## config.mk

```make
export PLATFORM = sky130hd
export DESIGN_NAME = touch_sample_fifo_orient_top
export DESIGN_NICKNAME = d
export VERILOG_FILES = /design/src/rtl/core/tsfo_pkg.sv /design/src/rtl/core/tsfo_queue.sv /design/src/rtl/core/tsfo_orient.sv /design/src/rtl/core/touch_sample_fifo_orient_top.sv
export SDC_FILE = /design/constraint.sdc
export NUM_CORES = 1
export LEC_CHECK = 0
export BUFFER_PORTS_ARGS = -buffer_cell sky130_fd_sc_hd__clkbuf_2
export CAP_MARGIN = 10
export CELL_PAD_IN_SITES_DETAIL_PLACEMENT = 0
export CELL_PAD_IN_SITES_GLOBAL_PLACEMENT = 1
export CORE_UTILIZATION = 44
export CTS_CLUSTER_DIAMETER = 120
export DETAILED_ROUTE_END_ITERATION = 12
export GPL_ROUTABILITY_DRIVEN = 0
export HOLD_SLACK_MARGIN = 0.05
export MAX_ROUTING_LAYER = met4
export PLACE_DENSITY = 0.77
export SYNTH_ARGS = -nofsm -noshare
export SYNTH_HDL_FRONTEND = slang
export SYNTH_SLANG_ARGS = --single-unit
```

## constraint.sdc

```tcl
create_clock -name clk -period 11.4 [get_ports clk]
set_input_delay 0.57 -clock clk [delete_from_list [all_inputs] [get_ports clk]]
set_output_delay 0.57 -clock clk [all_outputs]
set_load 0.03 [all_outputs]
```

## src/rtl/core/tsfo_pkg.sv

```systemverilog
// Package for the touch sample queue with orientation stage.
// Holds beat types, register indexes and shared widths; no dependencies.
package tsfo_pkg;

  localparam int unsigned QUEUE_DEPTH_DEF = 32;
  localparam int unsigned COORD_W         = 16;
  localparam int unsigned WAIT_W          = 6;
  localparam int unsigned CFG_IDX_W       = 2;
  localparam int unsigned CFG_DATA_W      = 16;

  localparam logic [COORD_W-1:0] WIDTH_RST  = 16'd320;
  localparam logic [COORD_W-1:0] HEIGHT_RST = 16'd240;

  localparam logic [CFG_IDX_W-1:0] REG_PANEL_WIDTH  = 2'd0;
  localparam logic [CFG_IDX_W-1:0] REG_PANEL_HEIGHT = 2'd1;
  localparam logic [CFG_IDX_W-1:0] REG_ORIENTATION  = 2'd2;

  localparam logic OP_PUSH = 1'b0;
  localparam logic OP_READ = 1'b1;

  typedef struct packed {
    logic               operation;
    logic [COORD_W-1:0] sample_x;
    logic [COORD_W-1:0] sample_y;
    logic               pressed;
  } in_item_t;

  typedef struct packed {
    logic [COORD_W-1:0] out_x;
    logic [COORD_W-1:0] out_y;
    logic               out_pressed;
    logic               from_queue;
    logic [WAIT_W-1:0]  still_waiting;
  } out_item_t;

  // One queue entry: press bit and raw point.
  typedef struct packed {
    logic               pressed;
    logic [COORD_W-1:0] x;
    logic [COORD_W-1:0] y;
  } entry_t;

  // Raw point handed from the queue to the orientation stage on a read.
  typedef struct packed {
    logic               valid;
    logic [COORD_W-1:0] x;
    logic [COORD_W-1:0] y;
    logic               pressed;
    logic               from_queue;
    logic [WAIT_W-1:0]  remaining;
  } pop_t;

  typedef struct packed {
    logic [COORD_W-1:0] width;
    logic [COORD_W-1:0] height;
    logic               mirror_x;
    logic               mirror_y;
    logic               swap_xy;
  } orient_cfg_t;

endpackage

```

## src/rtl/core/tsfo_queue.sv

```systemverilog
// Drop-oldest sample queue with last-known point and touched flag.
// Depends on tsfo_pkg; storage is a memory with registered read and write bypass.
module tsfo_queue #(
  parameter int unsigned QUEUE_DEPTH = tsfo_pkg::QUEUE_DEPTH_DEF
) (
  input  logic               clk,
  input  logic               rst_n,
  input  logic               accept,
  input  tsfo_pkg::in_item_t item,
  output tsfo_pkg::pop_t     pop
);
  import tsfo_pkg::*;

  localparam int unsigned PTR_W = (QUEUE_DEPTH > 1) ? $clog2(QUEUE_DEPTH) : 1;
  localparam int unsigned CNT_W = $clog2(QUEUE_DEPTH + 1);
  localparam logic [PTR_W-1:0] PTR_LAST = PTR_W'(QUEUE_DEPTH - 1);
  localparam logic [CNT_W-1:0] CNT_FULL = CNT_W'(QUEUE_DEPTH);
  localparam logic [PTR_W:0]   DEPTH_X  = (PTR_W+1)'(QUEUE_DEPTH);

  entry_t mem [QUEUE_DEPTH];

  logic [PTR_W-1:0]   rd_ptr_r, rd_ptr_nxt;
  logic [CNT_W-1:0]   count_r, count_nxt;
  logic [COORD_W-1:0] lk_x_r, lk_x_nxt;
  logic [COORD_W-1:0] lk_y_r, lk_y_nxt;
  logic               touched_r, touched_nxt;
  entry_t             rd_data_r;
  entry_t             byp_data_r;
  logic               byp_r, byp_nxt;
  entry_t             head;
  entry_t             wr_data;
  logic [PTR_W-1:0]   wr_addr;
  logic [PTR_W:0]     slot_sum;
  logic [PTR_W-1:0]   rd_ptr_inc;
  logic               do_push, do_pop, full, empty;

  assign do_push = accept && (item.operation == OP_PUSH);
  assign do_pop  = accept && (item.operation == OP_READ);
  assign full    = (count_r == CNT_FULL);
  assign empty   = (count_r == '0);
  assign head    = byp_r ? byp_data_r : rd_data_r;

  assign rd_ptr_inc = (rd_ptr_r == PTR_LAST) ? '0 : rd_ptr_r + 1'b1;

  // Tail slot: sum stays below twice the depth, so one compare and subtract.
  assign slot_sum = {1'b0, rd_ptr_r} + (PTR_W+1)'(count_r);
  always_comb begin
    if (full) begin
      wr_addr = rd_ptr_r;
    end else if (slot_sum >= DEPTH_X) begin
      wr_addr = PTR_W'(slot_sum - DEPTH_X);
    end else begin
      wr_addr = slot_sum[PTR_W-1:0];
    end
  end

  always_comb begin
    wr_data.pressed = item.pressed;
    wr_data.x       = item.pressed ? item.sample_x : lk_x_r;
    wr_data.y       = item.pressed ? item.sample_y : lk_y_r;
  end

  always_comb begin
    rd_ptr_nxt  = rd_ptr_r;
    count_nxt   = count_r;
    lk_x_nxt    = lk_x_r;
    lk_y_nxt    = lk_y_r;
    touched_nxt = touched_r;
    if (do_push) begin
      touched_nxt = item.pressed;
      if (item.pressed) begin
        lk_x_nxt = item.sample_x;
        lk_y_nxt = item.sample_y;
      end
      // drop the oldest entry when full; count stays at the depth
      if (full) begin
        rd_ptr_nxt = rd_ptr_inc;
      end else begin
        count_nxt = count_r + 1'b1;
      end
    end else if (do_pop && !empty) begin
      rd_ptr_nxt = rd_ptr_inc;
      count_nxt  = count_r - 1'b1;
    end
  end

  assign byp_nxt = do_push && (wr_addr == rd_ptr_nxt);

  always_comb begin
    pop.valid = do_pop;
    if (empty) begin
      pop.x          = lk_x_r;
      pop.y          = lk_y_r;
      pop.pressed    = touched_r;
      pop.from_queue = 1'b0;
    end else begin
      pop.x          = head.x;
      pop.y          = head.y;
      pop.pressed    = head.pressed;
      pop.from_queue = 1'b1;
    end
    pop.remaining = WAIT_W'(count_nxt);
  end

  always_ff @(posedge clk) begin
    if (do_push) begin
      mem[wr_addr] <= wr_data;
    end
    rd_data_r  <= mem[rd_ptr_nxt];
    byp_data_r <= wr_data;
  end

  always_ff @(posedge clk) begin
    if (!rst_n) begin
      rd_ptr_r  <= '0;
      count_r   <= '0;
      lk_x_r    <= '0;
      lk_y_r    <= '0;
      touched_r <= 1'b0;
      byp_r     <= 1'b0;
    end else begin
      rd_ptr_r  <= rd_ptr_nxt;
      count_r   <= count_nxt;
      lk_x_r    <= lk_x_nxt;
      lk_y_r    <= lk_y_nxt;
      touched_r <= touched_nxt;
      byp_r     <= byp_nxt;
    end
  end

endmodule

```

## src/rtl/core/tsfo_orient.sv

```systemverilog
// Orientation stage: bound check against previous output, mirror, swap.
// Depends on tsfo_pkg; drives the registered result beat.
module tsfo_orient (
  input  logic                  clk,
  input  logic                  rst_n,
  input  tsfo_pkg::orient_cfg_t cfg,
  input  tsfo_pkg::pop_t        pop,
  output logic                  out_valid,
  output tsfo_pkg::out_item_t   out_item
);
  import tsfo_pkg::*;

  logic [COORD_W-1:0] prev_x_r, prev_x_nxt;
  logic [COORD_W-1:0] prev_y_r, prev_y_nxt;
  logic [COORD_W-1:0] bx, by, mx, my;
  logic               out_valid_r;
  out_item_t          out_item_r, out_item_nxt;

  // Replace an out-of-range coordinate with the last one output.
  assign bx = (pop.x >= cfg.width)  ? prev_x_r : pop.x;
  assign by = (pop.y >= cfg.height) ? prev_y_r : pop.y;
  assign mx = cfg.mirror_x ? (cfg.width  - bx - 1'b1) : bx;
  assign my = cfg.mirror_y ? (cfg.height - by - 1'b1) : by;

  always_comb begin
    out_item_nxt.out_x         = cfg.swap_xy ? my : mx;
    out_item_nxt.out_y         = cfg.swap_xy ? mx : my;
    out_item_nxt.out_pressed   = pop.pressed;
    out_item_nxt.from_queue    = pop.from_queue;
    out_item_nxt.still_waiting = pop.remaining;
    prev_x_nxt = pop.valid ? out_item_nxt.out_x : prev_x_r;
    prev_y_nxt = pop.valid ? out_item_nxt.out_y : prev_y_r;
  end

  always_ff @(posedge clk) begin
    if (pop.valid) begin
      out_item_r <= out_item_nxt;
    end
  end

  always_ff @(posedge clk) begin
    if (!rst_n) begin
      out_valid_r <= 1'b0;
      prev_x_r    <= '0;
      prev_y_r    <= '0;
    end else begin
      out_valid_r <= pop.valid;
      prev_x_r    <= prev_x_nxt;
      prev_y_r    <= prev_y_nxt;
    end
  end

  assign out_valid = out_valid_r;
  assign out_item  = out_item_r;

endmodule

```

## src/rtl/core/touch_sample_fifo_orient_top.sv

```systemverilog
// Top level of the touch sample queue with orientation stage.
// Depends on tsfo_pkg, tsfo_queue and tsfo_orient; holds the config registers.
//
//   channel  ports                          direction  beat marker
//   input    start, busy, in_item           in         start && !busy
//   result   out_valid, out_item            out        out_valid (one cycle)
//   config   cfg_we, cfg_index, cfg_wdata   in         cfg_we
//
// One item is taken every cycle; busy stays low. A read beat shows its result
// on out_valid the cycle after it is taken; a push beat gives no result.
// The queue memory has a registered read port with a bypass for a write to
// the head slot, so a read may follow a push directly. Synchronous reset
// empties the queue; the memory contents are not cleared.
module touch_sample_fifo_orient_top #(
  parameter int unsigned QUEUE_DEPTH = tsfo_pkg::QUEUE_DEPTH_DEF
) (
  input  logic                                clk,
  input  logic                                rst_n,
  input  logic                                start,
  output logic                                busy,
  input  tsfo_pkg::in_item_t                  in_item,
  output logic                                out_valid,
  output tsfo_pkg::out_item_t                 out_item,
  input  logic                                cfg_we,
  input  logic [tsfo_pkg::CFG_IDX_W-1:0]      cfg_index,
  input  logic [tsfo_pkg::CFG_DATA_W-1:0]     cfg_wdata
);
  import tsfo_pkg::*;

  logic [COORD_W-1:0] width_r, height_r;
  logic [2:0]         orient_r;
  orient_cfg_t        cfg;
  pop_t               pop;
  logic               accept;

  assign busy   = 1'b0;
  assign accept = start && !busy;

  always_ff @(posedge clk) begin
    if (!rst_n) begin
      width_r  <= WIDTH_RST;
      height_r <= HEIGHT_RST;
      orient_r <= '0;
    end else if (cfg_we) begin
      case (cfg_index)
        REG_PANEL_WIDTH:  width_r  <= cfg_wdata[COORD_W-1:0];
        REG_PANEL_HEIGHT: height_r <= cfg_wdata[COORD_W-1:0];
        REG_ORIENTATION:  orient_r <= cfg_wdata[2:0];
        default: ;  // drop writes beyond the register list
      endcase
    end
  end

  always_comb begin
    cfg.width    = width_r;
    cfg.height   = height_r;
    cfg.mirror_x = orient_r[0];
    cfg.mirror_y = orient_r[1];
    cfg.swap_xy  = orient_r[2];
  end

  tsfo_queue #(
    .QUEUE_DEPTH(QUEUE_DEPTH)
  ) u_queue (
    .clk    (clk),
    .rst_n  (rst_n),
    .accept (accept),
    .item   (in_item),
    .pop    (pop)
  );

  tsfo_orient u_orient (
    .clk       (clk),
    .rst_n     (rst_n),
    .cfg       (cfg),
    .pop       (pop),
    .out_valid (out_valid),
    .out_item  (out_item)
  );

endmodule

```

### Word level (Yosys, flattened, before mapping)

Memory sizes are Yosys's and may differ from the RTL's. A register that Yosys moved wholly into a read port is not among the register bits.
Index checks and enable logic that the tools add are counted.

* mux-type cells: 21
* equality and inequality tests: 5
* bitwise operators: 1
* reductions and logical operators: 10
* magnitude comparators: 3
* add/sub/neg operators: 9

Operator list (count)
* $mux 16: 8
* $mux 34: 1
* $mux 33: 1
* $ge 16x16->1: 2
* $sub 16x1->16 const B: 2
* $sub 16x16->16: 2
* $mux 5: 6
* $mux 6: 3
* $add 5x6->6: 1
* $add 6x1->6 const B: 1
* $eq 6x6->1 const B: 1
* $ge 6x6->1 const B: 1
* $logic_not 6->1: 1
* $reduce_and 2->1: 3
* $sub 6x1->6 const B: 1
* $add 5x1->5 const B: 1
* $eq 5x5->1: 1
* $eq 5x5->1 const B: 1
* $sub 5x1->5 const B: 1
* $logic_and 1x1->1: 4
* $eq 2x1->1 const B: 1
* $eq 2x2->1 const B: 1
* $logic_not 2->1: 1
* $mux 1: 2
* 2 further kinds: 2

* register bits after elaboration: 186
* logic and storage cells: 70
* memories kept: 1
* bits of input ports: 56
* RAM bits: 1056

Memories
* u_queue.mem: depth 32, width 33, read ports 1, clocked after memory_dff 1, write ports 1, line tsfo_queue.sv:20 `entry_t mem [QUEUE_DEPTH];`

### Depth between registers and ports, before layout

Gate-level depths: netlist (run 1).

* depth in word-level cells: 8
* depth in mapped cells: 33

### Hierarchy

From an unflattened synthesis (run 1), not the netlist that was laid out.

* cell total of the unflattened synthesis: 4140
* area total of the unflattened synthesis: 53930.5 sq um

By module, submodules not included
* tsfo_queue: instances 1, cells each 3210, area an instance 45849.0 sq um
* tsfo_orient: instances 1, cells each 788, area an instance 6656.4 sq um
* touch_sample_fifo_orient_top: instances 1, cells each 142, area an instance 1425.1 sq um

### Worst setup path before layout (run 1)

Ideal clock, no wire load.

* path kind: reg2reg
* from: register u_queue.count_r[1]
* to: register u_orient.prev_y_r[15]
* setup slack: 4.141 ns
* path buffers: 6
* required time: 11.326 ns
* period minus slack after synthesis: 7.259 ns
* cell stages (with the launch flop): 34
* library setup time: 0.074 ns
* data arrival time: 7.184 ns
* cell sequence: dfxtp_1 -> inv_1 -> ha_1 -> or4b_4 -> nor2_4 -> buf_6 -> buf_6 -> buf_2 -> clkbuf_1 -> clkbuf_1 -> nand2_1 -> o21ai_0 -> inv_1 -> ha_1 -> nand2b_1 -> a2111oi_2 -> o31ai_2 -> nor3_4 -> buf_2 -> mux2_2 -> inv_1 -> ha_1 -> a21o_1 -> a21oi_1 -> nand2_1 -> a31oi_1 -> a311o_1 -> a21oi_1 -> a211o_1 -> nor4b_1 -> or4_4 -> mux2i_4 -> or3_1 -> a31oi_1

* cells in the longest elaborated chain, start to end: 8
* elaborated cells on any way between the ends: 13
* classes of those cells: 4 x add/sub; 2 x order compare; 6 x mux; 1 x reduce/logical

Ends and longest elaborated chain
* from (decl): line tsfo_queue.sv:23 `logic [CNT_W-1:0] count_r, count_nxt;`
* from (signal assigned): line tsfo_queue.sv:123 `count_r <= count_nxt;`
* $logic_not 6->1 (*): line tsfo_queue.sv:40 `assign empty = (count_r == '0);`
* $mux 34 (*): line tsfo_queue.sv:91 `if (empty) begin`
* $ge 16x16->1, on equally long branches: line tsfo_orient.sv:21, tsfo_orient.sv:20
* $mux 16, on equally long branches: line tsfo_orient.sv:21, tsfo_orient.sv:20
* $sub 16x16->16, on equally long branches: line tsfo_orient.sv:23, tsfo_orient.sv:22
* $sub 16x1->16, on equally long branches: line tsfo_orient.sv:23, tsfo_orient.sv:22
* $mux 16, on equally long branches: line tsfo_orient.sv:23, tsfo_orient.sv:22
* $mux 16 (*): line tsfo_orient.sv:27 `out_item_nxt.out_y = cfg.swap_xy ? mx : my;`
* to (signal assigned): line tsfo_orient.sv:49 `prev_y_r <= prev_y_nxt;`
* to (decl): line tsfo_orient.sv:14 `logic [COORD_W-1:0] prev_y_r, prev_y_nxt;`

Mark *: on every way between the ends. The rest lies on a longest branch, timed or not.
A chain may end at the register's enable or synchronous reset.

### Worst setup path in the final report (run 1)

Same ends and word-level chain as after synthesis.

==> results by stage, run 1 <==
Synthesis:
- Among all flip-flop cells after synthesis, the most frequent one is sky130_fd_sc_hd__edfxtp_1.
- The number of unique standard cell types used by synthesis is 90.
- For this run, asynchronously set or reset flops after synthesis account for 0.
- Synthesis handed over a netlist of 3355 instances.
- After synthesis the netlist holds a flip-flop and latch count of 1275.
- The post-synthesis area per instance is 15.7 um^2.
- The synthesized netlist occupies a cell area of roughly 53000 um^2.
- The sequential element share of the synthesized area is 0.693.
- The net count after synthesis is between 3000 and 4000.
- The count of flip-flops with a built-in enable after synthesis is 1096.
- The Yosys step of the flow raised 0 warnings.

STA:
- The measured slew at the worst slew-check pin is 1.11 ns.
- The setup skew after layout is roughly 0.038 ns.
- Based on the critical path, the design can be clocked at up to 128 MHz.
- The worst setup slack after layout is between 3 and 4 ns.
- The number of slew-limit violations in the final report is 0.
- Setup repair after global routing left no endpoint under its margin.
- The hold violation total from the final report was 0.
- The post-route minimum period is just under 8 ns.
- Setup violations remaining at the end of the flow were counted as 0.
- The final setup TNS is 0 ns.
- The worst max-slew margin expressed relative to the limit is 0.256.
- In the finished design, the share of the clock period the worst path needs comes to 0.685.

Setup path:
- STA puts the critical path data required time at 12.05 ns.
- Data on the critical path arrives at its endpoint at 8.46 ns.
- The worst setup path is of the flip-flop to flip-flop kind.
- The worst register-to-register path has a setup slack of 3.59 ns.
- Of all nets on the critical path, the largest fanout is 53.
- STA classifies the critical path startpoint as a flip-flop.
- The worst register-to-register path begins at u_queue.count_r[1].
- The cell count of the worst reg-to-reg path is 26.
- STA classifies the critical path endpoint as a flip-flop.
- The worst register-to-register path ends at u_orient.prev_y_r[15].

Hold path:
- In this run the worst hold path is classified as primary input to flip-flop.
- The start point of the worst hold path is in_item[15].
- The hold path depth is 3.
- The path with the worst hold slack has its endpoint at u_queue.lk_y_r[14].

CTS:
- The register clock-pin slew on the reported worst setup and hold paths is roughly 0.06 ns.
- The tree built by TritonCTS fans out to 1275 sinks.
- The clock tree root buffer cell is sky130_fd_sc_hd__clkbuf_16.
- The clock latency at the later pin of the worst-skew pair is about 0.75 ns.
- The number of levels the H-tree was split into is 4.
- The TritonCTS buffer count is 131.
- The clock passes through at most 3 buffers.
- The total of cells resized after clock tree synthesis is 0.
- TritonCTS built the clock tree.
- In this run the post-CTS setup repair buffer count came out at 0.
- The count of hold buffers inserted by post-cts repair is 0.

Drt:
- Detailed routing inserted a total of 30300 vias.
- The per-cell via count in the routed design is 5.86.
- The sum of routed wire length over all layers is 138 mm.
- The count of nets left with antenna violations once routing finished came out at 0.
- The number of design-rule violations left by the first detailed-router iteration is 3602.
- The number of iterations in the first detailed-routing pass is 6.
- The remaining routing DRC violations is 0.
- After detailed routing, the average wire length per cell comes to roughly 27 um.

Cells and area:
- Relative to the synthesized area, the layout overhead comes to 12.9%.
- The library cells used most frequently in the layout, excluding fill and tap cells, are 1096 x sky130_fd_sc_hd__edfxtp_1, 536 x sky130_fd_sc_hd__nand2_1, 264 x sky130_fd_sc_hd__mux4_2.
- After the last flow step, the layout net total stands at 3576.
- Leaving out fill and tap cells, the most frequent cell in the layout is sky130_fd_sc_hd__edfxtp_1.
- The number of filler cells placed in the layout is roughly 9600.
- The share of final-layout standard cells stronger than drive strength 1 is 0.205.

Floorplanning:
- The number of top-level pins is 98.
- The core region is ~120000 um^2.
- The die covers 121000 um^2.
- The die height is 348 um.
- The initial utilization of the core area, before any placement, comes to 0.444.
- Measured along the x axis, the die boundary spans 348 um.
- The cell row count is 126.

GRT:
- The wire length of the first global-routing pass is 202 mm.
- The remaining global-route overflow is 0.
- The number of antenna violations at the first check in global routing is 4.
- The via count of the first global-routing pass is 29600.
- The pin count of the biggest net entering global routing is 118.
- The total global routing track utilization is 0.236.

Power:
- Of the total power, the clock network draws 0.337.
- The cell area power density is 211 nW/um^2.
- IR analysis of the VDD net gives a maximum drop of between 0.1 and 0.15 mV.
- The total internal power is ~8.8 mW.
- The analysis attributes to net switching a power of 3.71 mW.
- The combinational power share is 0.232.
- Summed over all cells, the static leakage comes to 19.6 nW.
- The switching share of power is 0.296.
- Of the total power, registers draw 0.431.

Job:
- The tool flagged a number of max-cap violations equal to 0.

Place:
- The post-DP HPWL is 77.0 mm.
- The post-placement setup slack is 3.71 ns.
- The count of buffers inserted at the top-level ports is 96.

Run status:
- The run finished with clean final reports.
-- layer usage --
| metal | track usage | wire length, um | share of wire | up-vias |
|---|---|---|---|---|
| li1 | - | - | - | 13200 |
| met1 | 0.317 | 56400 | 0.41 | 15600 |
| met2 | 0.375 | 67000 | 0.49 | 1342 |
| met3 | 0.0330 | 10600 | 0.077 | 206 |
| met4 | 0.0684 | 3560 | 0.026 | 0 |
| met5 | - | 0 | 0 | - |
-- cell usage after synthesis, types with 19 or more instances --
cell type	count	area, um^2
sky130_fd_sc_hd__nand2_1	536	2010
sky130_fd_sc_hd__nor2_1	104	390
sky130_fd_sc_hd__inv_1	57	214
sky130_fd_sc_hd__ha_1	52	651
sky130_fd_sc_hd__o21ai_0	101	505
sky130_fd_sc_hd__dfxtp_1	179	3580
sky130_fd_sc_hd__a21oi_1	106	531
sky130_fd_sc_hd__mux4_2	264	5950
sky130_fd_sc_hd__xnor2_1	44	385
sky130_fd_sc_hd__mux2_2	44	495
sky130_fd_sc_hd__edfxtp_1	1096	32900
sky130_fd_sc_hd__mux2i_1	69	691
sky130_fd_sc_hd__buf_2	55	275
sky130_fd_sc_hd__clkbuf_1	106	398
sky130_fd_sc_hd__nor3_1	19	95.1
sky130_fd_sc_hd__nand3_1	203	1020
-- per-stage QoR --
step | hold WS, ns | cell area (um^2) | power [mW] | cells | util
after floorplan | 0.436 | 52600 | 7.59 | 3355 | -
after global placement | 0.445 | 55200 | 8.36 | 4932 | 0.466
after detailed placement | 0.450 | 55200 | 8.38 | 4932 | 0.466
after CTS | 0.0510 | 59400 | 12.6 | 5168 | 0.502
after global routing | 0.0774 | 59400 | 13.0 | 5169 | 0.502
final | 0.0964 | 59400 | 12.5 | 5169 | 0.502
-- area by class of cell --
type                            instances  area (um^2)  share of cell area
Antenna cell                            1         2.50           0.0000421
Timing Repair Buffer                  154          991              0.0167
Clock buffer                          167         3510              0.0591
Inverter                               61          229             0.00385
Clock inverter                         69          731              0.0123
Sequential cell                      1275        36500               0.614
Multi-Input combinational cell       1842        15500               0.260
Tap cell                             1600         2000              0.0337
-- power by group through the flow --
stage | clock [mW] | combinational (mW) | sequential, mW
5_1_grt | 4.46 | 3.16 | 5.40
6_report | 4.23 | 2.91 | 5.40
2_1_floorplan | 0 | 2.09 | 5.50
3_3_place_gp | 0 | 2.87 | 5.49
4_1_cts | 4.28 | 2.90 | 5.39
3_5_place_dp | 0 | 2.89 | 5.49
-- cells by family after synthesis --
family / share of synthesized area
and+or+nand+nor: 0.0811
xor gates and xnor gates: 0.00849
DFF: 0.693
muxes: 0.137
AOI/OAI and AO/OA: 0.0462
adders and majority gates: 0.0147
buffers and inverters: 0.0187
other: 0.0000713
-- critical path, cell delays in order, from the launching register on --
cell	delay, ns
sky130_fd_sc_hd__dfxtp_1	0.39
sky130_fd_sc_hd__inv_1	0.11
sky130_fd_sc_hd__ha_1	0.19
sky130_fd_sc_hd__or4b_4	0.52
sky130_fd_sc_hd__nor2_4	0.17
sky130_fd_sc_hd__buf_4	0.45
sky130_fd_sc_hd__o21ai_0	0.28
sky130_fd_sc_hd__ha_1	0.36
sky130_fd_sc_hd__and3_1	0.17
sky130_fd_sc_hd__o311a_1	0.34
sky130_fd_sc_hd__o21a_1	0.29
sky130_fd_sc_hd__nor3_4	0.79
sky130_fd_sc_hd__mux2_2	0.45
sky130_fd_sc_hd__inv_1	0.06
sky130_fd_sc_hd__ha_1	0.22
sky130_fd_sc_hd__a21o_1	0.17
sky130_fd_sc_hd__a21oi_1	0.35
sky130_fd_sc_hd__nand2_1	0.09
sky130_fd_sc_hd__a31oi_1	0.16
sky130_fd_sc_hd__a311o_1	0.15
sky130_fd_sc_hd__a21oi_1	0.13
sky130_fd_sc_hd__a211o_1	0.32
sky130_fd_sc_hd__nor4b_1	0.17
sky130_fd_sc_hd__or4_4	0.57
sky130_fd_sc_hd__mux2i_4	0.23
sky130_fd_sc_hd__or3_1	0.38
sky130_fd_sc_hd__a31oi_1	0.16
-- worst max path at each step --
stage,from,endpoint,slack [ns],depth (start not counted)
after floorplan,u_queue.count_r[1],u_orient.prev_y_r[15],4.14,33
after global placement,u_queue.count_r[1],u_orient.prev_x_r[15],3.89,26
after detailed placement,u_queue.count_r[1],u_orient.prev_x_r[15],3.71,26
after CTS,u_queue.count_r[1],u_orient.prev_y_r[15],3.66,26
after global routing,u_queue.count_r[1],u_orient.out_item[39],3.07,26
final,u_queue.count_r[1],u_orient.prev_y_r[15],3.59,26
-- flip-flops by register name, indices dropped and copies added (netlist names), 33 cells and up --
| signal | count |
|---|---|
| u_queue.byp_data_r | 33 |
| u_orient.out_item | 40 |
| u_queue.rd_data_r | 33 |
| u_queue.mem | 1056 |
Note: power is estimated with default switching activity, not from simulation.
==> inputs of run 2 (changes only) <==
PLACE_DENSITY = 0.8   (was 0.77)
clock period = 6.7 ns   (was 11.4 ns; I/O delays follow)
==> run 2 against run 1 <==
Against the previous run: worst hold slack gained 0.0023 ns; global-route usage up 0.064 points; non-clock buffer count rose by 113; sequential power increased by 70%; maximum frequency increased by 22%; die area stayed put; sequential cell count did not move; first-iteration DRC count rose by 0.58%; power grew 70%.
==> results by stage, run 2 (synthesis gave the netlist of run 1 again) <==
Run status:
- The flow ran to the end, and the final reports show no timing, DRC or antenna violations.

Place:
- Timing analysis after detailed placement gives a worst setup slack of roughly 0.041 ns.
- The wire-length estimate of the detail-placed layout is 86.4 mm.
- Input and output buffers added on the ports amount to 96.

Floorplanning:
- Row generation in the floorplan step produced 126 rows.
- The starting density of the core is 0.444.
- The number of top-level pins is 98.
- The die is 348 um tall.
- The floorplan die width is 348 um.
- The die footprint is 121000 um^2.
- The area of the core is 118000 um^2.

Setup path:
- STA classifies the critical path endpoint as a flip-flop.
- The critical path arrival is 6.88 ns.
- The slowest stage of the critical path is the sky130_fd_sc_hd__or4b_4 cell.
- The critical path is of the flip-flop to flip-flop type.
- Data on the critical path is required at its endpoint by just over 7 ns.
- In this design, the stage delay of the slowest critical-path cell is 0.50 ns.
- In this run the worst path has a maximum fanout of 15.
- STA classifies the critical path startpoint as a flip-flop.

Job:
- Across the run, the number of max-cap violations was 0.

Drt:
- In the final routed layout, each cell accounts on average for about 26 um.
- The number of design-rule violations left by the first detailed-router iteration is 3623.
- The count of nets left with antenna violations once routing finished came out at 0.
- The remaining routing DRC violations is 0.
- The sum of routed wire length over all layers is 139 mm.
- The first detailed-routing pass ran for 5 iterations.
- In the routed layout, each cell is associated on average with a via count of 5.79.
- The total number of vias is 30600.

Cells and area:
- The utilization after layout is 0.510.
- The register with the most flip-flops is u_queue.mem.
- The share of final-layout standard cells stronger than drive strength 1 is 0.217.
- Compared with the post-synthesis result, the final layout area differs by 14.7%.
- The most common cell after layout, fill and taps aside is sky130_fd_sc_hd__edfxtp_1.
- The number of nets at the end of the flow is 3679.
- The register with the most flip-flops in the layout has roughly 1100 of them.
- The library cells used most frequently in the layout, excluding fill and tap cells, are 1096 x sky130_fd_sc_hd__edfxtp_1, 536 x sky130_fd_sc_hd__nand2_1, 264 x sky130_fd_sc_hd__mux4_2.
- The number of filler cells placed in the layout is 9521.

STA:
- The worst pin sits at a relative slew slack of 0.163.
- For the final database, setup skew stands at between 0.03 and 0.04 ns.
- The post-route minimum period is 6.42 ns.
- Once routing completed, OpenROAD measured the worst setup slack at 0.285 ns.
- The hold violation total from the final report is 0.
- The number of slew-limit violations in the final report is 0.
- The final critical-path share of the clock period is 0.958.
- The measured slew at the worst slew-check pin is 1.25 ns.
- The highest clock frequency the design can meet is 156 MHz.
- After routing, the total negative slack on setup checks comes to 0 ns.
- Setup violations remaining at the end of the flow were counted as 0.

CTS:
- The H-tree was split into 3 levels.
- Buffers inserted during clock tree synthesis total 121.
- Clock tree synthesis found a total of between 1000 and 1500 sinks.
- TritonCTS built the clock tree.
- The clock tree root buffer cell is sky130_fd_sc_hd__clkbuf_16.
- Clock latency on the worst-skew pair, taken at its later pin, is 0.74 ns.
- The register clock-pin slew on the reported worst setup and hold paths is 0.06 ns.
- Counting along the longest clock path gives a buffer depth of 3.

GRT:
- The pin count of the biggest net entering global routing is 92.
- The via count of the first global-routing pass is between 30000 and 40000.
- The number of antenna violations at the first check in global routing was 3.
- The remaining global-route overflow is 0.
- The first global-routing pass estimated 203 mm of wire.
- In the global route stage, overall resource usage came out at 0.236.

Power:
- Dividing total power by cell area gives a power density of 353 nW/um^2.
- Summed over all cells, the static leakage comes to 20.0 nW.
- IR analysis of the VDD net gives a maximum drop of 0.227 mV.
- The overall power is 21.3 mW.

Hold path:
- The min-delay analysis places its worst path in the category primary input to flip-flop.
## run 2: cell types whose count changed in the layout (fill, tap and decap cells not counted), sizes merged
cell	delta
bufinv	+1
clkbuf	-3
buf	+64
inv	-6
clkinvlp	+2
clkinv	+2
dlygate4sd3	+49
diode	+1
## run 2: cell type report
type                            count  area, um^2  share of cell area
Inverter                           61         229             0.00379
Antenna cell                        2        5.00           0.0000829
Clock buffer                      164        3300              0.0547
Sequential cell                  1275       36500               0.605
Timing Repair Buffer              267        2070              0.0343
Tap cell                         1600        2000              0.0332
Clock inverter                     68         668              0.0111
Multi-Input combinational cell   1842       15600               0.258
## run 2: final timing paths
kind / slack (ns) / endpoint / from / cells after the start
worst max-delay path: 0.28 / u_orient.out_item[38] / u_queue.count_r[0] / 29
worst min-delay path: 0.1 / orient_r[1] / cfg_we / 4
worst max register to register: 0.28 / u_orient.out_item[38] / u_queue.count_r[0] / 29
worst min register to register: 0.46 / u_orient.prev_y_r[2] / u_orient.prev_y_r[2] / 2
## run 2: stage by stage
| stage | std cells | instance area [um^2] | hold slack (ns) |
|---|---|---|---|
| 6_report | 5279 | 60300 | 0.0987 |
| 4_1_cts | 5271 | 60200 | 0.0604 |
| 3_5_place_dp | 4990 | 55800 | 0.453 |
| 3_3_place_gp | 4990 | 55800 | 0.445 |
| 2_1_floorplan | 3355 | 52700 | 0.363 |
| 5_1_grt | 5279 | 60300 | 0.136 |
## run 2: metal layers
metal | up-vias | part of all wire | track usage
met5 | - | 0 | -
met4 | 0 | 0.033 | 0.0804
met3 | 217 | 0.086 | 0.0443
met2 | 1423 | 0.49 | 0.383
met1 | 15500 | 0.39 | 0.299
li1 | 13400 | - | -
## run 2: worst max-delay path: cells and delay by family (launching register included)
kind | cells | cell delay, ns
buffers and inverters | 4 | 0.45
AND/OR/NAND/NOR | 11 | 2.14
adder cells (fa/ha/maj) | 4 | 1.15
flip-flops | 1 | 0.32
AO/OA/AOI/OAI | 10 | 2.06
## run 2: timing repair
item / in CTS / in global routing
hold endpoints to repair: 68 / 0
setup endpoints to repair: 0 / 36
resized for setup: 0 / 14
hold buffers: 49 / 0
setup buffers: 0 / 5
## run 2: power breakdown
part	leakage (nW)	internal, mW	switching (mW)
combinational	6.61	2.10	3.20
sequential	11.5	9.01	0.160
clock	1.94	3.85	2.97
